### src/sv/hsvgrb_pkg.sv
// ----------------------------------------------------------------------------
// hsvgrb_pkg
// Shared constants and types for the HSV to GRB pixel converter.
// ----------------------------------------------------------------------------
package hsvgrb_pkg;

	localparam int FRAC_BITS_DEFAULT = 12;
	localparam int HUE_W = 15;
	localparam int FRAC_IN_W = 13;
	localparam int CH_W = 8;
	localparam int K_W = 12;

	// queue depths, both powers of two
	localparam int MID_DEPTH_DEFAULT = 2;
	localparam int OUT_DEPTH_DEFAULT = 8;

	localparam logic [HUE_W-1:0] HUE_FULL = 15'd23040;
	localparam logic [K_W-1:0] SECTOR_UNITS = 12'd3840;
	localparam logic [CH_W-1:0] CHANNEL_MAX = 8'd255;

	typedef logic [CH_W-1:0] chan_t;

endpackage

### src/sv/hsvgrb_fifo.sv
// ----------------------------------------------------------------------------
// hsvgrb_fifo
// Small register-based FIFO with occupancy count. DEPTH is a power of two.
// ----------------------------------------------------------------------------
module hsvgrb_fifo #(
	parameter int WIDTH = 8,
	parameter int DEPTH = 4
) (
	input  logic                       clk,
	input  logic                       arst_n,
	input  logic                       wr_en,
	input  logic [WIDTH-1:0]           wr_data,
	output logic                       full,
	input  logic                       rd_en,
	output logic [WIDTH-1:0]           rd_data,
	output logic                       empty,
	output logic [$clog2(DEPTH+1)-1:0] count
);
	localparam int PW = (DEPTH > 1) ? $clog2(DEPTH) : 1;
	localparam int CW = $clog2(DEPTH+1);

	logic [WIDTH-1:0] mem_q [DEPTH];
	logic [PW-1:0] wr_ptr_q;
	logic [PW-1:0] rd_ptr_q;
	logic [CW-1:0] count_q;
	logic do_wr;
	logic do_rd;

	assign full = (count_q == CW'(DEPTH));
	assign empty = (count_q == '0);
	assign count = count_q;
	assign do_wr = wr_en && !full;
	assign do_rd = rd_en && !empty;
	assign rd_data = mem_q[rd_ptr_q];

	always_ff @(posedge clk or negedge arst_n) begin
		if (!arst_n) begin
			wr_ptr_q <= '0;
			rd_ptr_q <= '0;
			count_q <= '0;
		end else begin
			if (do_wr) begin
				wr_ptr_q <= wr_ptr_q + PW'(1);
			end
			if (do_rd) begin
				rd_ptr_q <= rd_ptr_q + PW'(1);
			end
			if (do_wr && !do_rd) begin
				count_q <= count_q + CW'(1);
			end else if (do_rd && !do_wr) begin
				count_q <= count_q - CW'(1);
			end
		end
	end

	always_ff @(posedge clk) begin
		if (do_wr) begin
			mem_q[wr_ptr_q] <= wr_data;
		end
	end

endmodule

### src/sv/hsvgrb_front.sv
// ----------------------------------------------------------------------------
// hsvgrb_front
// Accepts HSV items, clamps fractions, wraps hue, finds the hue sector and
// picks the per-channel saturation weight k.
// ----------------------------------------------------------------------------
module hsvgrb_front #(
	parameter int FRACTION_BITS = hsvgrb_pkg::FRAC_BITS_DEFAULT,
	parameter int ITEM_W = 3 * hsvgrb_pkg::K_W + 2 * (FRACTION_BITS + 1)
) (
	input  logic                               clk,
	input  logic                               arst_n,
	input  logic                               push,
	output logic                               full,
	input  logic [hsvgrb_pkg::HUE_W-1:0]       hue,
	input  logic [hsvgrb_pkg::FRAC_IN_W-1:0]   saturation,
	input  logic [hsvgrb_pkg::FRAC_IN_W-1:0]   brightness,
	input  logic                               q_full,
	output logic                               q_wr,
	output logic [ITEM_W-1:0]                  q_data
);
	import hsvgrb_pkg::*;

	localparam int F = FRACTION_BITS;
	localparam int XW = (F + 1 > FRAC_IN_W) ? F + 1 : FRAC_IN_W;

	// Channel value is v * (3840*one - s*k) over the common denominator:
	// k = 0 gives v, 3840 gives p, rem gives q, 3840-rem gives t.
	typedef struct packed {
		logic [K_W-1:0] k_r;
		logic [K_W-1:0] k_g;
		logic [K_W-1:0] k_b;
		logic [F:0]     sat;
		logic [F:0]     val;
	} item_t;

	localparam logic [XW-1:0] ONE_X = XW'(1) << F;

	item_t item_s1;
	item_t item_d;
	logic valid_s1;
	logic accept;
	logic [HUE_W-1:0] h_wrap;
	logic [HUE_W-1:0] h_rem;
	logic [K_W-1:0] rem;
	logic [K_W-1:0] rem_c;
	logic [XW-1:0] sat_x;
	logic [XW-1:0] bri_x;

	assign full = valid_s1 && q_full;
	assign accept = push && !full;
	assign q_wr = valid_s1 && !q_full;
	assign q_data = item_s1;

	always_comb begin
		sat_x = XW'(saturation);
		bri_x = XW'(brightness);
		item_d.sat = (sat_x > ONE_X) ? ONE_X[F:0] : sat_x[F:0];
		item_d.val = (bri_x > ONE_X) ? ONE_X[F:0] : bri_x[F:0];

		h_wrap = (hue >= HUE_FULL) ? hue - HUE_FULL : hue;
		h_rem = h_wrap;
		if (h_wrap >= HUE_W'(5 * 3840)) begin
			h_rem = h_wrap - HUE_W'(5 * 3840);
		end else if (h_wrap >= HUE_W'(4 * 3840)) begin
			h_rem = h_wrap - HUE_W'(4 * 3840);
		end else if (h_wrap >= HUE_W'(3 * 3840)) begin
			h_rem = h_wrap - HUE_W'(3 * 3840);
		end else if (h_wrap >= HUE_W'(2 * 3840)) begin
			h_rem = h_wrap - HUE_W'(2 * 3840);
		end else if (h_wrap >= HUE_W'(3840)) begin
			h_rem = h_wrap - HUE_W'(3840);
		end
		rem = h_rem[K_W-1:0];
		rem_c = SECTOR_UNITS - rem;

		// sector decode: (r,g,b) = v,t,p / q,v,p / p,v,t / p,q,v / t,p,v / v,p,q
		if (h_wrap >= HUE_W'(5 * 3840)) begin
			item_d.k_r = '0;           item_d.k_g = SECTOR_UNITS; item_d.k_b = rem;
		end else if (h_wrap >= HUE_W'(4 * 3840)) begin
			item_d.k_r = rem_c;        item_d.k_g = SECTOR_UNITS; item_d.k_b = '0;
		end else if (h_wrap >= HUE_W'(3 * 3840)) begin
			item_d.k_r = SECTOR_UNITS; item_d.k_g = rem;          item_d.k_b = '0;
		end else if (h_wrap >= HUE_W'(2 * 3840)) begin
			item_d.k_r = SECTOR_UNITS; item_d.k_g = '0;           item_d.k_b = rem_c;
		end else if (h_wrap >= HUE_W'(3840)) begin
			item_d.k_r = rem;          item_d.k_g = '0;           item_d.k_b = SECTOR_UNITS;
		end else begin
			item_d.k_r = '0;           item_d.k_g = rem_c;        item_d.k_b = SECTOR_UNITS;
		end
	end

	always_ff @(posedge clk or negedge arst_n) begin
		if (!arst_n) begin
			valid_s1 <= 1'b0;
		end else if (accept) begin
			valid_s1 <= 1'b1;
		end else if (q_wr) begin
			valid_s1 <= 1'b0;
		end
	end

	always_ff @(posedge clk) begin
		if (accept) begin
			item_s1 <= item_d;
		end
	end

endmodule

### src/sv/hsvgrb_back.sv
// ----------------------------------------------------------------------------
// hsvgrb_back
// Two multiply stages and the final scale: channel = (17*v*(3840*one - s*k))
// >> (2F+8), which equals floor(255 * fraction) exactly. Issues only when
// the result queue has room for everything in flight.
// ----------------------------------------------------------------------------
module hsvgrb_back #(
	parameter int FRACTION_BITS = hsvgrb_pkg::FRAC_BITS_DEFAULT,
	parameter int ITEM_W = 3 * hsvgrb_pkg::K_W + 2 * (FRACTION_BITS + 1),
	parameter int OUT_DEPTH = hsvgrb_pkg::OUT_DEPTH_DEFAULT
) (
	input  logic                               clk,
	input  logic                               arst_n,
	input  logic                               q_empty,
	output logic                               q_rd,
	input  logic [ITEM_W-1:0]                  q_data,
	input  logic [$clog2(OUT_DEPTH+1)-1:0]     o_count,
	output logic                               o_wr,
	output logic [3*hsvgrb_pkg::CH_W-1:0]      o_data
);
	import hsvgrb_pkg::*;

	localparam int F = FRACTION_BITS;
	localparam int AW = F + K_W;
	localparam int PRW = F + 1 + AW;
	localparam int XW2 = PRW + 5;
	localparam int SHIFT = 2 * F + 8;
	localparam int CW = $clog2(OUT_DEPTH + 1);
	localparam logic [AW-1:0] FULL_A = AW'(SECTOR_UNITS) << F;

	typedef struct packed {
		logic [K_W-1:0] k_r;
		logic [K_W-1:0] k_g;
		logic [K_W-1:0] k_b;
		logic [F:0]     sat;
		logic [F:0]     val;
	} item_t;

	function automatic chan_t scale_ch(input logic [PRW-1:0] p);
		logic [XW2-1:0] x;
		logic [XW2-1:0] y;
		x = {p, 4'b0000} + XW2'(p);
		y = x >> SHIFT;
		return (y > XW2'(CHANNEL_MAX)) ? CHANNEL_MAX : y[CH_W-1:0];
	endfunction

	item_t in_item;
	logic valid_s1;
	logic valid_s2;
	logic [AW-1:0] a_r_s1;
	logic [AW-1:0] a_g_s1;
	logic [AW-1:0] a_b_s1;
	logic [F:0] val_s1;
	logic [PRW-1:0] p_r_s2;
	logic [PRW-1:0] p_g_s2;
	logic [PRW-1:0] p_b_s2;
	logic [CW:0] committed;

	assign in_item = item_t'(q_data);
	assign committed = {1'b0, o_count} + (CW+1)'(valid_s1) + (CW+1)'(valid_s2);
	assign q_rd = !q_empty && (committed < (CW+1)'(OUT_DEPTH));

	assign o_wr = valid_s2;
	assign o_data = {scale_ch(p_r_s2), scale_ch(p_g_s2), scale_ch(p_b_s2)};

	always_ff @(posedge clk or negedge arst_n) begin
		if (!arst_n) begin
			valid_s1 <= 1'b0;
			valid_s2 <= 1'b0;
		end else begin
			valid_s1 <= q_rd;
			valid_s2 <= valid_s1;
		end
	end

	always_ff @(posedge clk) begin
		if (q_rd) begin
			a_r_s1 <= FULL_A - AW'(in_item.sat) * AW'(in_item.k_r);
			a_g_s1 <= FULL_A - AW'(in_item.sat) * AW'(in_item.k_g);
			a_b_s1 <= FULL_A - AW'(in_item.sat) * AW'(in_item.k_b);
			val_s1 <= in_item.val;
		end
		if (valid_s1) begin
			p_r_s2 <= PRW'(val_s1) * PRW'(a_r_s1);
			p_g_s2 <= PRW'(val_s1) * PRW'(a_g_s1);
			p_b_s2 <= PRW'(val_s1) * PRW'(a_b_s1);
		end
	end

endmodule

### src/sv/hsv_to_grb_pixel.sv
// Path: front register, mid queue, back-end stages s1 and s2, then the result queue.
// Throughput: one item per cycle, sustained while pop keeps up; the front
// register and a 2-entry queue absorb back-end stalls, the 8-entry result
// queue holds finished pixels. Back end issues only against result-queue credit.
// Reset (arst_n low): queues and stage valids clear, full low, empty high.
// ----------------------------------------------------------------------------
// hsv_to_grb_pixel
// HSV to 8-bit RGB converter with LED GRB packing, queue interface both sides.
// ----------------------------------------------------------------------------
module hsv_to_grb_pixel #(
	parameter int FRACTION_BITS = hsvgrb_pkg::FRAC_BITS_DEFAULT,
	parameter int MID_DEPTH = hsvgrb_pkg::MID_DEPTH_DEFAULT,
	parameter int OUT_DEPTH = hsvgrb_pkg::OUT_DEPTH_DEFAULT
) (
	input  logic                             clk,
	input  logic                             arst_n,
	input  logic                             push,
	output logic                             full,
	input  logic [hsvgrb_pkg::HUE_W-1:0]     hue,
	input  logic [hsvgrb_pkg::FRAC_IN_W-1:0] saturation,
	input  logic [hsvgrb_pkg::FRAC_IN_W-1:0] brightness,
	output logic                             empty,
	input  logic                             pop,
	output logic [hsvgrb_pkg::CH_W-1:0]      red,
	output logic [hsvgrb_pkg::CH_W-1:0]      green,
	output logic [hsvgrb_pkg::CH_W-1:0]      blue,
	output logic [31:0]                      packed_pixel
);
	import hsvgrb_pkg::*;

	localparam int ITEM_W = 3 * K_W + 2 * (FRACTION_BITS + 1);
	localparam int OCW = $clog2(OUT_DEPTH + 1);

	logic mid_wr;
	logic mid_full;
	logic [ITEM_W-1:0] mid_wdata;
	logic mid_rd;
	logic mid_empty;
	logic [ITEM_W-1:0] mid_rdata;
	logic [$clog2(MID_DEPTH+1)-1:0] mid_count;
	logic out_wr;
	logic [3*CH_W-1:0] out_wdata;
	logic [3*CH_W-1:0] out_rdata;
	logic out_full;
	logic [OCW-1:0] out_count;

	hsvgrb_front #(
		.FRACTION_BITS(FRACTION_BITS),
		.ITEM_W(ITEM_W)
	) u_front (
		.clk(clk),
		.arst_n(arst_n),
		.push(push),
		.full(full),
		.hue(hue),
		.saturation(saturation),
		.brightness(brightness),
		.q_full(mid_full),
		.q_wr(mid_wr),
		.q_data(mid_wdata)
	);

	hsvgrb_fifo #(
		.WIDTH(ITEM_W),
		.DEPTH(MID_DEPTH)
	) u_mid_q (
		.clk(clk),
		.arst_n(arst_n),
		.wr_en(mid_wr),
		.wr_data(mid_wdata),
		.full(mid_full),
		.rd_en(mid_rd),
		.rd_data(mid_rdata),
		.empty(mid_empty),
		.count(mid_count)
	);

	hsvgrb_back #(
		.FRACTION_BITS(FRACTION_BITS),
		.ITEM_W(ITEM_W),
		.OUT_DEPTH(OUT_DEPTH)
	) u_back (
		.clk(clk),
		.arst_n(arst_n),
		.q_empty(mid_empty),
		.q_rd(mid_rd),
		.q_data(mid_rdata),
		.o_count(out_count),
		.o_wr(out_wr),
		.o_data(out_wdata)
	);

	// out_full never blocks a write: the back end issues against credit
	hsvgrb_fifo #(
		.WIDTH(3 * CH_W),
		.DEPTH(OUT_DEPTH)
	) u_out_q (
		.clk(clk),
		.arst_n(arst_n),
		.wr_en(out_wr && !out_full),
		.wr_data(out_wdata),
		.full(out_full),
		.rd_en(pop),
		.rd_data(out_rdata),
		.empty(empty),
		.count(out_count)
	);

	assign red = out_rdata[3*CH_W-1:2*CH_W];
	assign green = out_rdata[2*CH_W-1:CH_W];
	assign blue = out_rdata[CH_W-1:0];
	assign packed_pixel = {green, red, blue, 8'h00};

	logic unused_mid_count;
	assign unused_mid_count = ^mid_count;

endmodule

### config.mk
export PLATFORM = sky130hd
export DESIGN_NAME = hsv_to_grb_pixel
export DESIGN_NICKNAME = d
export VERILOG_FILES = /design/src/sv/hsvgrb_pkg.sv /design/src/sv/hsvgrb_fifo.sv /design/src/sv/hsvgrb_front.sv /design/src/sv/hsvgrb_back.sv /design/src/sv/hsv_to_grb_pixel.sv
export SDC_FILE = /design/constraint.sdc
export NUM_CORES = 2
export LEC_CHECK = 0
export ABC_AREA = 1
export ABC_CLOCK_PERIOD_IN_PS = 8750
export BUFFER_PORTS_ARGS = -buffer_cell sky130_fd_sc_hd__buf_2
export CAP_MARGIN = 20
export CORE_ASPECT_RATIO = 1.2
export CORE_MARGIN = 4
export CORE_UTILIZATION = 60
export CTS_BUF_LIST = sky130_fd_sc_hd__clkbuf_16
export DETAILED_ROUTE_END_ITERATION = 6
export PLACE_DENSITY = 0.79
export SLEW_MARGIN = 10
export SYNTH_ARGS = -nofsm -noshare
export SYNTH_HDL_FRONTEND = slang
export SYNTH_HIERARCHICAL = 1
export SYNTH_SLANG_ARGS = --single-unit
### constraint.sdc
create_clock -name clk -period 8.75 [get_ports clk]
set_input_delay 0.875 -clock clk [delete_from_list [all_inputs] [get_ports clk]]
set_output_delay 0.875 -clock clk [all_outputs]
set_load 0.01 [all_outputs]
==> reports/metrics.yaml <==
timing:
  fin_crit_ps: 6810
  rsz0062_at_grt: "no"
  timing.hold.ws_ps: 177
  fin_worst_skew_ps: 32.9
  slew_headroom_pct: 25.0
  period_share_pct: 77.9
  slew_violations: 0
  worstMarginPinSlew_ps: 1120
  tns_ps: 0
  setup_violations: 0
  timing_hold_violations_final: 0
  fmax_mhz: 147
worst_setup_path:
  critPathSlowestCell: "dfrtp_2"
  cp-end-kind: "flop"
  path_common_cell: "nand2_1"
  rrSetupSlack_ps: 1940
  critical-path-top-delay-family: "adder cells"
  crit_required_ps: 9180
  cp.arrival_ps: 7240
  cpPeakStageDelay_ps: 860
  cp_cell_sequence: "inv_6 -> nand2_1 -> nand2_1 -> buf_4 -> nand2_1 -> inv_1 -> fa_1 -> fa_1 -> inv_1 -> fa_1 -> fa_1 -> inv_1 -> fa_1 -> inv_1 -> ha_1 -> nand2_1 -> nor2_1 -> inv_1 -> o21ai_0 -> nand2_1 -> nand3_1 -> nand2_1"
  cp-start-kind: "flop"
  critPathMaxFanout: 63
  path_buf_inv: 7
  worst-setup-path-type: "flop to flop"
synthesis:
  synthCells: 9855
  syn_area_sq_mm: 0.0778
  ys_async_sr_fraction_pct: 2.88
  yosysWarningCount: 6
  synth_area_leaders: "fa_1, edfxtp_1, nand2_1"
  yosysSeqAreaShare_pct: 22.7
  synthFlopType: "edfxtp_1"
  yosysTopAreaCell: "fa_1"
  ys_seq_elements: 591
  synth_cell_type_count: 64
  synth_edf_count: 574
  synth_top_cell_area_share_pct: 27.4
  synth_area_per_cell_sq_um: 7.90
drt:
  vias_per_cell: 5.33
  drtAntennaViolNets: 0
  wl_per_cell_um: 15.8
  wl_met1_um: 71600
  drt-total-wl_um: 180000
  highest_layer: "met4"
  drtIter0Drc: 4340
  post-route-drc-count: 0
  vias: 61000
  wl_met3_um: 11700
  dr.pass1.iters: 6
  wl_met2_um: 89600
floorplanning:
  core-area_sq_mm: 0.129
  initial_utilization_pct: 60.5
  die_h_um: 403
  placementRows: 144
  die_area_sq_mm: 0.136
  top_level_ports: 103
  die_w_um: 337
clock_network:
  post_cts_buffers: 0
  clock_sinks: 591
  cts_buffer_depth: 3
  clockRootBuffer: "clkbuf_16"
  clkTransAtPathRegs_ps: 60
  hold_buffers: 0
  clkLatencyLatePin_ps: 680
  cts_resized: 0
  h-tree-depth: 2
  cts_tree: "done"
  cts_buffers: 59
flow_run:
  drv_cap: 0
final_layout:
  fillCellCount: 10800
  fin_area_sq_mm: 0.0812
  area_growth_pct: 4.26
  final_common_cell: "nand2_1"
  final_nets: 11400
  final_cell_mix: "nand2_1, inv_1, fa_1"
  layoutNonFillerInstCount: 11400
  drive_above_1_share_pct: 3.34
placed_design:
  hpwl_um: 140000
  gp_congestion: 0.934
  post_dp_cell_area_sq_mm: 0.0792
  port_buffers: 94
  placed_cells: 11300
global_routing:
  grt_max_degree: 99
  grt_pass1_vias: 64300
  grt_overflow: 0
  grt_pass1_wl_um: 306000
  grtUsageTotal_pct: 27.3
  grt_antenna_before_repair: 2
status:
  status: "finished, final reports clean"
hold_path:
  min_path_type: "input port to async pin"
-- through the flow --
step | setup slack [ps] | util [%]
3_3_place_gp | 2040 | 61.5
4_1_cts | 1950 | 63.1
5_1_grt | 1500 | 63.1
3_5_place_dp | 1980 | 61.5
6_report | 1940 | 63.1
2_1_floorplan | 2050 | -
-- Yosys cell counts (33+ instances only) --
cell / number
clkbuf_1: 185
nand3_1: 234
xor2_1: 95
o21ai_1: 61
buf_1: 88
nor2_1: 490
a21oi_1: 277
fa_1: 1064
xnor2_1: 37
edfxtp_1: 574
o21ai_0: 174
o21bai_1: 33
nor3_1: 40
inv_1: 2520
ha_1: 577
nand4_1: 33
buf_4: 38
nand2_1: 3066
-- state kept, by name, summed over array words and instances (netlist names), 37 cells and up --
signal,count
u_back/p_b_s2,37
u_mid_q/mem_q,124
u_out_q/mem_q,192
u_back/p_r_s2,37
u_back/p_g_s2,37
u_front/q_data,62
-- cell families (layout without fill, tap and decap cells) --
logic type	count (synthesis)	after routing	synth area share, %
xor gates and xnor gates	133	133	1.51
other	1	9	0.00482
and+or+nand+nor	3972	3972	20.3
buffers and inverters	2882	2772	14.4
adders and majority gates	1641	1641	36.6
AOI/OAI and AO/OA	635	635	4.52
DFF	591	591	22.7
-- metal layers --
metal	up-vias	GRT usage [%]
met4	0	10.6
met2	2215	48.3
met3	518	3.28
met1	29500	34.2
li1	28800	-
met5	-	0
-- layout make-up --
class | count | area (sq um) | area share, %
multi-input combinational | 6389 | 49100 | 60.5
sequential | 591 | 17700 | 21.8
inverter | 2525 | 9490 | 11.7
tap | 1679 | 2100 | 2.59
clock buffer | 60 | 1500 | 1.85
timing repair buffer | 136 | 806 | 0.993
clock inverter | 51 | 478 | 0.589
antenna | 1 | 2.50 | 0.00308
-- worst paths after layout --
check | end | startpoint | depth (start not counted)
setup / recovery | u_back/a_g_s1[16] | u_mid_q/rd_ptr_q | 22
hold / removal | u_front/valid_s1 | arst_n | 1
setup reg to reg | u_back/a_g_s1[16] | u_mid_q/rd_ptr_q | 22
hold reg to reg | u_mid_q/mem_q[1][31] | u_front/q_data[31] | 0
max in group asynchronous | u_back/valid_s1 | arst_n | 1
min in group clk | u_front/q_data[12] | brightness[12] | 1
Power is not shown: default switching activity piles up to over one toggle a cycle in this logic, so the estimate is an artifact.
